### config.mk
export PLATFORM = sky130hd
export DESIGN_NAME = cobs_ring_encoder_top
export DESIGN_NICKNAME = d
export VERILOG_FILES = /design/src/cre_pkg.sv /design/src/cobs_ring_encoder_top.sv /design/src/cre_step.sv
export SDC_FILE = /design/constraint.sdc
export NUM_CORES = 1
export LEC_CHECK = 0
export BUFFER_PORTS_ARGS = -buffer_cell sky130_fd_sc_hd__buf_4
export CORE_ASPECT_RATIO = 0.6
export CORE_MARGIN = 3
export CORE_UTILIZATION = 40
export DETAILED_ROUTE_END_ITERATION = 16
export SLEW_MARGIN = 15
export SYNTH_ARGS = -nofsm -noshare
export SYNTH_HDL_FRONTEND = slang
export SYNTH_SLANG_ARGS = --single-unit
### constraint.sdc
create_clock -name clk -period 5.36 [get_ports clk]
set_input_delay 0 -clock clk [delete_from_list [all_inputs] [get_ports clk]]
set_output_delay 0 -clock clk [all_outputs]
set_load 0.02 [all_outputs]
### src/cre_pkg.sv
package cre_pkg;

  localparam int POS_W  = 10;
  localparam int SIZE_W = 11;
  localparam int CNT_W  = 16;
  localparam int MAX_WRITES = 3;

  // Largest ring the position field can address.
  localparam int POS_LIMIT = 1024;

  localparam logic [7:0]       CODE_MAX = 8'hFF;
  localparam logic [CNT_W-1:0] CNT_MAX  = 16'hFFFF;

  typedef enum logic [1:0] {
    REQ_BEGIN  = 2'd0,
    REQ_DATA   = 2'd1,
    REQ_FINISH = 2'd2
  } req_t;

  // One byte write to the ring.
  typedef struct packed {
    logic [POS_W-1:0] addr;
    logic [7:0]       data;
    logic [CNT_W-1:0] count;
  } entry_t;

  // Encoder state carried from one item to the next.
  typedef struct packed {
    logic [POS_W-1:0] code_slot;
    logic [POS_W-1:0] write_pos;
    logic [7:0]       run_code;
    logic [CNT_W-1:0] frame_count;
  } enc_state_t;

  // All writes caused by one item, in order, entry 0 first.
  typedef struct packed {
    logic [1:0]             n;
    entry_t [MAX_WRITES-1:0] ent;
  } writes_t;

endpackage

### src/cobs_ring_encoder_top.sv
// COBS ring encoder. Requests arrive on the input channel (in_valid, in_stall,
// req_type, data_byte, start_position): begin a frame, a data byte, or finish
// the frame. Each request produces one to three ring byte writes on the output
// channel (out_valid, out_stall, write_address, write_data, bytes_written,
// last); last marks the final write of a request. A beat moves when valid is
// high and stall is low. Code bytes are back-patched, so addresses are not
// monotonic within a frame.
// Order: an accepted request is held in the input register and moves into the
// burst register once that register is free, and its first write is then
// shown from the burst register. Throughput: one request per cycle for
// requests with a single write (plain data bytes) while the receiver does not
// stall; a request with two or three writes occupies the burst register for
// that many output beats, because the output port carries one write per beat.
// The ring size register (cfg_we, cfg_wdata) is clamped on write to the range
// 1..min(RING_DEPTH, 1024); the user must write it only while the block is
// idle, and the block itself does not enforce this.
// Reset (rst, synchronous) empties both registers, sets the ring size to its
// maximum and clears the encoder state (run code back to one). When the
// receiver stalls, the burst register holds, the input register fills, and
// then in_stall rises until writes drain.
module cobs_ring_encoder_top #(
  parameter int RING_DEPTH = 1024
) (
  input  logic                          clk,
  input  logic                          rst,
  input  logic                          cfg_we,
  input  logic [cre_pkg::SIZE_W-1:0]    cfg_wdata,
  input  logic                          in_valid,
  output logic                          in_stall,
  input  logic [1:0]                    req_type,
  input  logic [7:0]                    data_byte,
  input  logic [cre_pkg::POS_W-1:0]     start_position,
  output logic                          out_valid,
  input  logic                          out_stall,
  output logic [cre_pkg::POS_W-1:0]     write_address,
  output logic [7:0]                    write_data,
  output logic [cre_pkg::CNT_W-1:0]     bytes_written,
  output logic                          last
);

  localparam logic [cre_pkg::SIZE_W-1:0] SizeLim =
    cre_pkg::SIZE_W'((RING_DEPTH > cre_pkg::POS_LIMIT) ? cre_pkg::POS_LIMIT : RING_DEPTH);

  // Ring size as used, clamped when written.
  logic [cre_pkg::SIZE_W-1:0] size_use;

  always_ff @(posedge clk) begin
    if (rst) begin
      size_use <= SizeLim;
    end else if (cfg_we) begin
      if (cfg_wdata > SizeLim) begin
        size_use <= SizeLim;
      end else if (cfg_wdata == '0) begin
        size_use <= cre_pkg::SIZE_W'(1);
      end else begin
        size_use <= cfg_wdata;
      end
    end
  end

  // Input register.
  logic                      s1_valid;
  logic [1:0]                s1_req;
  logic [7:0]                s1_byte;
  logic [cre_pkg::POS_W-1:0] s1_start;

  // Burst register: pending writes of one request, entry 0 shown first.
  logic [1:0]                                 burst_rem;
  cre_pkg::entry_t [cre_pkg::MAX_WRITES-1:0] burst;

  cre_pkg::enc_state_t state;
  cre_pkg::enc_state_t state_next;
  cre_pkg::writes_t    writes;

  logic in_take;
  logic out_take;
  logic s1_move;

  assign out_valid = (burst_rem != 2'd0);
  assign out_take  = out_valid && !out_stall;
  // The burst register can take new writes when it is empty or its final
  // write leaves in this cycle.
  assign s1_move   = s1_valid && ((burst_rem == 2'd0) || (burst_rem == 2'd1 && out_take));
  assign in_stall  = s1_valid && !s1_move;
  assign in_take   = in_valid && !in_stall;

  assign write_address = burst[0].addr;
  assign write_data    = burst[0].data;
  assign bytes_written = burst[0].count;
  assign last          = (burst_rem == 2'd1);

  cre_step u_step (
    .req            (s1_req),
    .data_byte      (s1_byte),
    .start_position (s1_start),
    .size_use       (size_use),
    .cur            (state),
    .nxt            (state_next),
    .res            (writes)
  );

  always_ff @(posedge clk) begin
    if (rst) begin
      s1_valid <= 1'b0;
    end else if (in_take) begin
      s1_valid <= 1'b1;
    end else if (s1_move) begin
      s1_valid <= 1'b0;
    end
  end

  always_ff @(posedge clk) begin
    if (in_take) begin
      s1_req   <= req_type;
      s1_byte  <= data_byte;
      s1_start <= start_position;
    end
  end

  always_ff @(posedge clk) begin
    if (rst) begin
      state <= '{code_slot: '0, write_pos: '0, run_code: 8'd1, frame_count: '0};
    end else if (s1_move) begin
      state <= state_next;
    end
  end

  always_ff @(posedge clk) begin
    if (rst) begin
      burst_rem <= 2'd0;
    end else if (s1_move) begin
      burst_rem <= writes.n;
    end else if (out_take) begin
      burst_rem <= burst_rem - 2'd1;
    end
  end

  always_ff @(posedge clk) begin
    if (s1_move) begin
      burst <= writes.ent;
    end else if (out_take) begin
      burst[0] <= burst[1];
      burst[1] <= burst[2];
    end
  end

`ifndef SYNTH
  // A request waits in the input register only while the burst register is busy.
  assert property (@(posedge clk) disable iff (rst)
    in_stall |-> (burst_rem != 2'd0) && !(burst_rem == 2'd1 && out_take))
    else $error("input stalled although burst register is free");

  // Writes of one request never report a falling byte count.
  assert property (@(posedge clk) disable iff (rst)
    out_take && !last |=> out_valid && (bytes_written >= $past(bytes_written)))
    else $error("byte count fell within one request");

  // After the final write of a request, further writes come only from a new load.
  assert property (@(posedge clk) disable iff (rst)
    out_take && last |=> !out_valid || $past(s1_move))
    else $error("writes shown after last without a new request");

  // A load never exceeds three writes and always carries at least one for a
  // valid request code.
  assert property (@(posedge clk) disable iff (rst)
    s1_move && (s1_req == cre_pkg::REQ_BEGIN || s1_req == cre_pkg::REQ_DATA ||
                s1_req == cre_pkg::REQ_FINISH) |-> writes.n != 2'd0)
    else $error("request produced no writes");
`endif

endmodule

### src/cre_step.sv
module cre_step (
  input  logic [1:0]                 req,
  input  logic [7:0]                 data_byte,
  input  logic [cre_pkg::POS_W-1:0]  start_position,
  input  logic [cre_pkg::SIZE_W-1:0] size_use,
  input  cre_pkg::enc_state_t        cur,
  output cre_pkg::enc_state_t        nxt,
  output cre_pkg::writes_t           res
);

  function automatic logic [cre_pkg::POS_W-1:0] next_pos(
    input logic [cre_pkg::POS_W-1:0]  p,
    input logic [cre_pkg::SIZE_W-1:0] s
  );
    logic [cre_pkg::SIZE_W-1:0] n;
    n = {1'b0, p} + cre_pkg::SIZE_W'(1);
    return (n >= s) ? '0 : n[cre_pkg::POS_W-1:0];
  endfunction

  function automatic logic [cre_pkg::CNT_W-1:0] sat_inc(
    input logic [cre_pkg::CNT_W-1:0] c
  );
    return (c == cre_pkg::CNT_MAX) ? c : c + cre_pkg::CNT_W'(1);
  endfunction

  logic [cre_pkg::POS_W-1:0] start_eff;
  logic [cre_pkg::POS_W-1:0] wp1;
  logic [cre_pkg::POS_W-1:0] wp2;
  logic [cre_pkg::CNT_W-1:0] fc1;
  logic [cre_pkg::CNT_W-1:0] fc2;
  logic [7:0]                rc1;

  always_comb begin
    start_eff = ({1'b0, start_position} >= size_use) ? '0 : start_position;
    wp1 = next_pos(cur.write_pos, size_use);
    wp2 = next_pos(wp1, size_use);
    fc1 = sat_inc(cur.frame_count);
    fc2 = sat_inc(fc1);
    rc1 = cur.run_code + 8'd1;

    nxt = cur;
    res = '0;
    case (req)
      cre_pkg::REQ_BEGIN: begin
        res.n = 2'd1;
        res.ent[0] = '{addr: start_eff, data: 8'd0, count: cre_pkg::CNT_W'(1)};
        nxt.code_slot   = start_eff;
        nxt.frame_count = cre_pkg::CNT_W'(1);
        nxt.write_pos   = next_pos(start_eff, size_use);
        nxt.run_code    = 8'd1;
      end
      cre_pkg::REQ_DATA: begin
        if (data_byte == 8'd0) begin
          // A zero byte closes the block: patch its code, reserve a new slot.
          res.n = 2'd2;
          res.ent[0] = '{addr: cur.code_slot, data: cur.run_code, count: cur.frame_count};
          res.ent[1] = '{addr: cur.write_pos, data: 8'd0, count: fc1};
          nxt.code_slot   = cur.write_pos;
          nxt.write_pos   = wp1;
          nxt.run_code    = 8'd1;
          nxt.frame_count = fc1;
        end else begin
          res.n = 2'd1;
          res.ent[0] = '{addr: cur.write_pos, data: data_byte, count: fc1};
          nxt.write_pos   = wp1;
          nxt.run_code    = rc1;
          nxt.frame_count = fc1;
          if (rc1 == cre_pkg::CODE_MAX) begin
            // Full block: close it right away.
            res.n = 2'd3;
            res.ent[1] = '{addr: cur.code_slot, data: cre_pkg::CODE_MAX, count: fc1};
            res.ent[2] = '{addr: wp1, data: 8'd0, count: fc2};
            nxt.code_slot   = wp1;
            nxt.write_pos   = wp2;
            nxt.run_code    = 8'd1;
            nxt.frame_count = fc2;
          end
        end
      end
      cre_pkg::REQ_FINISH: begin
        res.n = 2'd2;
        res.ent[0] = '{addr: cur.code_slot, data: cur.run_code, count: cur.frame_count};
        res.ent[1] = '{addr: cur.write_pos, data: 8'd0, count: fc1};
        nxt.write_pos   = wp1;
        nxt.frame_count = fc1;
      end
      default: begin
        res = '0;
      end
    endcase
  end

endmodule
==> flow_summary.ini, run 1 <==
[sta]
drv_slew = 0
hold_viol_final = 0
fin_tns_setup_ns = 0
setup_viol = 0
maxSlewHeadroom_pct = 17.7
fin_crit_ns = 5.02
hold_ws_ns = 0.274
worst_pin_slew_ns = 1.23
setup_ws_ns = 0.335
max_freq_ghz = 0.199
fin_worst_skew_ns = 0.0138
grt_setup_unrepaired = no
fin_crit_sh_pct = 93.7

[clock_tree]
clkSinkCount = 165
cts_buffers = 17
cts_tree = done
cts.reportedPaths.clkPinSlew_ns = 0.07
clk_latency_ns = 0.45
clock_path_buffers = 2
cts_setup_buffers = 0
cts_htree_levels = 4
cts-root-buf = clkbuf_16

[synth]
synth_fa_ha_area_share_pct = 6.67
avgSynthCellArea_um2 = 9.18
yosys_warnings = 0
synth-xor-area-share_pct = 3.42
synthFlopType = edfxtp_1
async_flop_share_pct = 0
synth_top_family_by_area = compound AO/OA/AOI/OAI gates
synth_seq_cells = 165
synthCells = 1144
synth-edff-count = 107
syn_area_um2 = 10500
synth_compound_area_share_pct = 22.5
synth-seq-area-share_pct = 41.6
yosys.area_share.simple_pct = 17.6
syn_nets = 1236
yosysUniqueCellTypes = 84
synth.area.mux_share_pct = 1.10

[floorplan]
rows = 45
fp.dieH_um = 132
coreArea_um2 = 25600
io_pins = 73
initial_core_util_pct = 41.1
dieArea_um2 = 28300
die_w_um = 215

[placed_design]
dp_cells = 1513
io_buffers = 72
gp_congestion = 1.01
hpwl_um = 25800
place_ws_ns = 0.205

[job]
cap_viol_max_count = 0

[setup_path]
cp-startpoint = state[28]
critPathLaunchType = register
critical-path-slowest-cell = or4_4
worstReg2RegEnd = state[31]
reg2reg_depth = 23
path_depth = 23
cp-end-kind = register
crit_path_end = state[31]
r2r_start = state[28]
critPathTopFamily = simple AND/OR/NAND/NOR gates
cp.required_ns = 5.74
crit_buf_inv = 1
path_cells = and4_1 > and3_1 > nand4_1 > xor2_1 > inv_1 > ha_1 > a21o_1 > a21oi_2 > o21ai_1 > nor2_1 > ha_1 > nand2_1 > nor3_2 > nand3_1 > xnor2_1 > nor2_1 > ha_1 > a21oi_1 > nor2b_1 > or4_4 > a21oi_4 > or4b_1 > a31oi_1
cpPeakStageDelay_ns = 0.45
crit_arrival_ns = 5.40
regToRegSetupSlack_ns = 0.34
cp_max_fo = 6
critPathKind = register to register
cp_common_cell = ha_1

[final_layout]
fill_cells = 2469
drive_above_1_share_pct = 14.5
antennaDiodeCount = 0
stdcell_count = 1591
final_cell_mix = buf_4, edfxtp_1, nand2_1, o21ai_0, nor2_1
utilization_pct = 48.6
nNetsFinal = 1318
syn2layout_area_growth_pct = 18.1
multi_input_area_um2 = 5440
final_common_cell = buf_4
seq_area_um2 = 4370

[power]
p_leak_nw = 4.64
powerDensity_nw_per_um2 = 339
vdd_drop_max_uv = 352

[grt]
grt_pass1_wl_um = 54200
grt_pass1_vias = 8669
gr-total-overflow = 0
grt_max_degree = 66
antenna_found_initial = 2
track_usage_pct = 25.0

[drt]
wl_per_cell_um = 22.6
finalWirelength_um = 36000
avgViaCountPerCell = 6.02
drt_first_pass_iters = 5
antenna_left = 0
drtIter0Drc = 1302
drc = 0
num_vias = 9581

[hold_path]
whs_path_depth = 2
min_path_type = primary input to register

[outcome]
status = finished clean
flip-flops by register name, indices dropped and copies added, names as in the netlist:
signal and count:
burst 53, burst_rem 2, bytes_written 16, s1_byte 8, s1_req 2, s1_start 10, s1_valid 1, size_use 11
state 44, write_address 10, write_data 8
cell type report:
type	instances	area share [%]
inverters	55	1.66
repair buffers	165	10.9
flip-flops and latches	165	35.2
clock inverters	15	1.44
clock buffers	17	3.43
well taps	352	3.55
multi-input cells	822	43.8
cells by family after synthesis:
group           Yosys count
xor+xnor                 41
flops                   165
buf+inv                 157
mux                      11
simple gates            364
fa+ha+maj                56
compound gates          350
metal layers:
metal  global-route usage [%]  part of all wire, %
met3                     8.78                   13
met4                     5.39                  1.1
met2                     30.2                   36
met5                        0                0.036
met1                     40.9                   50
cells in the mapped netlist, types with 5 or more instances:
master       n  share of area [%]
edfxtp_1   107                 31
nand2_1    103                3.7
o21ai_0     87                4.1
nor2_1      85                3.0
a21oi_1     60                2.9
dfxtp_1     58                 11
ha_1        56                6.7
inv_1       55                2.0
clkbuf_1    54                1.9
buf_4       37                2.6
nand3_1     36                1.7
nor3_1      26                1.2
a22oi_1     24                1.7
xnor2_1     24                2.0
a31oi_1     23                1.4
and2_1      21                1.3
a22o_1      19                1.6
nand4_1     19                1.1
a211oi_1    17                1.2
xor2_1      17                1.4
o21a_1      12               0.86
a222oi_1    11                1.0
a21o_1      10               0.71
nand2b_1    10               0.60
nor4_1       8               0.48
o22ai_1      8               0.48
buf_2        7               0.33
mux2i_1      7               0.67
nor2b_1      7               0.42
o21ai_1      7               0.33
o31ai_1      7               0.50
a221oi_1     6               0.50
and4_1       6               0.50
or3_1        6               0.36
and3_1       5               0.30
nand3b_1     5               0.36
o2111ai_1    5               0.42
o211ai_1     5               0.36
worst min-delay path by stage:
stage | slack, ns | endpoint | startpoint
2_1_floorplan | 0.1 | s1_byte[0] | data_byte[0]
3_3_place_gp | 0.18 | s1_start[5] | start_position[5]
3_5_place_dp | 0.18 | s1_start[5] | start_position[5]
4_1_cts | 0.24 | s1_start[3] | start_position[3]
5_1_grt | 0.26 | s1_byte[3] | data_byte[3]
6_report | 0.27 | s1_start[1] | start_position[1]
per-stage QoR:
stage | cell area [um2] | total power, W
floorplan | 10500 | 0.00251
global placement | 11300 | 0.00288
detailed placement | 11300 | 0.00289
CTS | 12400 | 0.00421
global route | 12400 | 0.00440
finish | 12400 | 0.00421
timing repair:
item	4_1_cts	5_1_grt
endpoints found under the hold margin	37	0
hold buffers	46	0
gates resized for setup	0	3
setup endpoints to repair	0	10
power breakdown:
group / switching [W] / internal [W]
Combinational: 0.000762 / 0.000425
Sequential: 0.0000985 / 0.00163
Clock: 0.000554 / 0.000736
(Power assumes the default switching activity.)
==> run 2: changes to the inputs <==
- ABC_AREA: not set -> 1
- CAP_MARGIN: not set -> 10
==> flow_summary.ini, run 2 <==
[outcome]
status = finished clean

[final_layout]
antennaDiodeCount = 0
syn2layout_area_growth_pct = 15.4
largest_register_ffs = 53
nNetsFinal = 1622
regMostFlops = burst
final_cell_mix = nand2_1, inv_1, nor2_1, o21ai_0, edfxtp_1
final_common_cell = nand2_1
stdcell_count = 1903
fin_area_um2 = 12700
drive_above_1_share_pct = 12.7

[floorplan]
coreArea_um2 = 26700
rows = 46
initial_core_util_pct = 41.2
dieArea_um2 = 29600
die_w_um = 220
fp.dieH_um = 134
io_pins = 73

[synth]
synth.top_cell.area_share_pct = 29.2
synth_seq_cells = 165
yosys_warnings = 0
syn_nets = 1553
syn_area_um2 = 11000
async_flop_share_pct = 0
synth-seq-area-share_pct = 39.8
synthMostInstantiatedCell = nand2_1
avgSynthCellArea_um2 = 7.53
synthFlopType = edfxtp_1
synth_top_area_cell = edfxtp_1
synth-edff-count = 107
ys_top_cells_by_area = edfxtp_1, nand2_1, dfxtp_1
synthCells = 1461
synth_common_cells = nand2_1, inv_1, nor2_1
yosysUniqueCellTypes = 52

[power]
vdd_drop_max_uv = 312
p_leak_nw = 5.39
powerDensity_nw_per_um2 = 384

[clock_tree]
cts_htree_levels = 4
clkSinkCount = 165
cts_tree = done
clock_path_buffers = 2
cts.reportedPaths.clkPinSlew_ns = 0.07
clk_latency_ns = 0.46
cts-root-buf = clkbuf_16
cts_buffers = 17

[setup_path]
critical-path-slowest-cell = dfxtp_2
r2r_start = state[26]
cpPeakStageDelay_ns = 0.41
critPathKind = register to register
crit_arrival_ns = 5.27
regToRegSetupSlack_ns = 0.48
cp-end-kind = register
cp_max_fo = 7
worstReg2RegEnd = state[26]
reg2reg_depth = 33
critPathLaunchType = register
cp.required_ns = 5.75

[sta]
max_freq_ghz = 0.205
maxSlewHeadroom_pct = 22.8
setup_viol = 0
worst_pin_slew_ns = 1.15
fin_worst_skew_ns = 0.00880
hold_viol_final = 0
fin_crit_sh_pct = 91.0
drv_slew = 0
hold_ws_ns = 0.0648
fin_crit_ns = 4.88
fin_tns_setup_ns = 0
grt_setup_unrepaired = no

[grt]
gr-total-overflow = 0
grt_pass1_wl_um = 57300
antenna_found_initial = 0
grt_max_degree = 41
track_usage_pct = 25.9
grt_pass1_vias = 9494

[drt]
finalWirelength_um = 37800
num_vias = 10600
avgViaCountPerCell = 5.57
wl_per_cell_um = 19.8
drc = 0
drtIter0Drc = 1275
drt_first_pass_iters = 5
antenna_left = 0

[hold_path]
whs_path_depth = 2
min_path_type = primary input to register
holdPathEnd = size_use[3]
hold_start = rst

[placed_design]
dp_cells = 1835
post_dp_cell_area_um2 = 11700
hpwl_um = 27600
gp_congestion = 0.985
io_buffers = 72

[job]
cap_viol_max_count = 0
[run 2: cell types whose count changed after synthesis, moves of 21 or more]
cell,change
inv_1,+120
nand3_1,+42
nor2_1,+35
xnor2_1,-21
o21ai_0,+22
a21oi_1,+30
a31oi_1,-21
nand2_1,+260
[run 2: stage by stage]
| step | worst slack [ns] | utilization [%] | power (W) |
|---|---|---|---|
| CTS | 0.221 | 47.3 | 0.00485 |
| finish | 0.481 | 47.5 | 0.00488 |
| global placement | 0.493 | 43.9 | 0.00358 |
| global route | 0.00574 | 47.5 | 0.00514 |
| detailed placement | 0.259 | 43.9 | 0.00358 |
| floorplan | 0.527 | - | 0.00309 |
[run 2: cells by family after synthesis]
family | synth area share (%)
buf+inv | 10.7
compound gates | 15.5
xor+xnor | 1.04
simple gates | 26.7
fa+ha+maj | 6.37
flops | 39.8
[run 2: power breakdown]
group	internal, W	switching (W)
Combinational	0.000556	0.00114
Clock	0.000688	0.000560
Sequential	0.00179	0.000147
Total	0.00303	0.00185
[run 2: final cells by class]
class | count | area (um2)
Fill cell | 2691 | 14000
Inverter | 188 | 707
Sequential cell | 165 | 4380
Clock buffer | 17 | 425
Timing Repair Buffer | 131 | 1070
Tap cell | 360 | 450
Multi-Input combinational cell | 1027 | 5510
Clock inverter | 15 | 155
[run 2: how the worst max path moves through the flow]
stage | to | slack [ns] | cells after the start | startpoint
after global placement | state[31] | 0.49 | 33 | state[24]
final | state[26] | 0.48 | 33 | state[26]
after CTS | state[26] | 0.22 | 32 | state[24]
after global routing | state[26] | 0.006 | 34 | state[25]
after floorplan | burst_rem[0] | 0.53 | 8 | burst_rem[1]
after detailed placement | state[26] | 0.26 | 32 | state[24]
[run 2: critical path: cells and delay by family, from the launching register on]
kind            cells  cell delay, ns
compound gates      5            0.69
fa+ha+maj           3            0.76
buf+inv             6            0.70
flops               1            0.41
simple gates       19            2.22
[run 2: routing by layer]
metal | vias up | GRT usage (%) | wire, um
met5 | - | 0 | 0
met1 | 4939 | 42.1 | 18900
met4 | 0 | 5.25 | 326
met3 | 34 | 10.6 | 5370
met2 | 576 | 30.7 | 13200
li1 | 5054 | - | -
[run 2: what timing repair did]
item | in CTS | in global routing
resized for setup | 0 | 15
hold buffers | 34 | 0
hold endpoints to repair | 32 | 0
buffers inserted | 0 | 2
endpoints found under the setup margin | 0 | 10
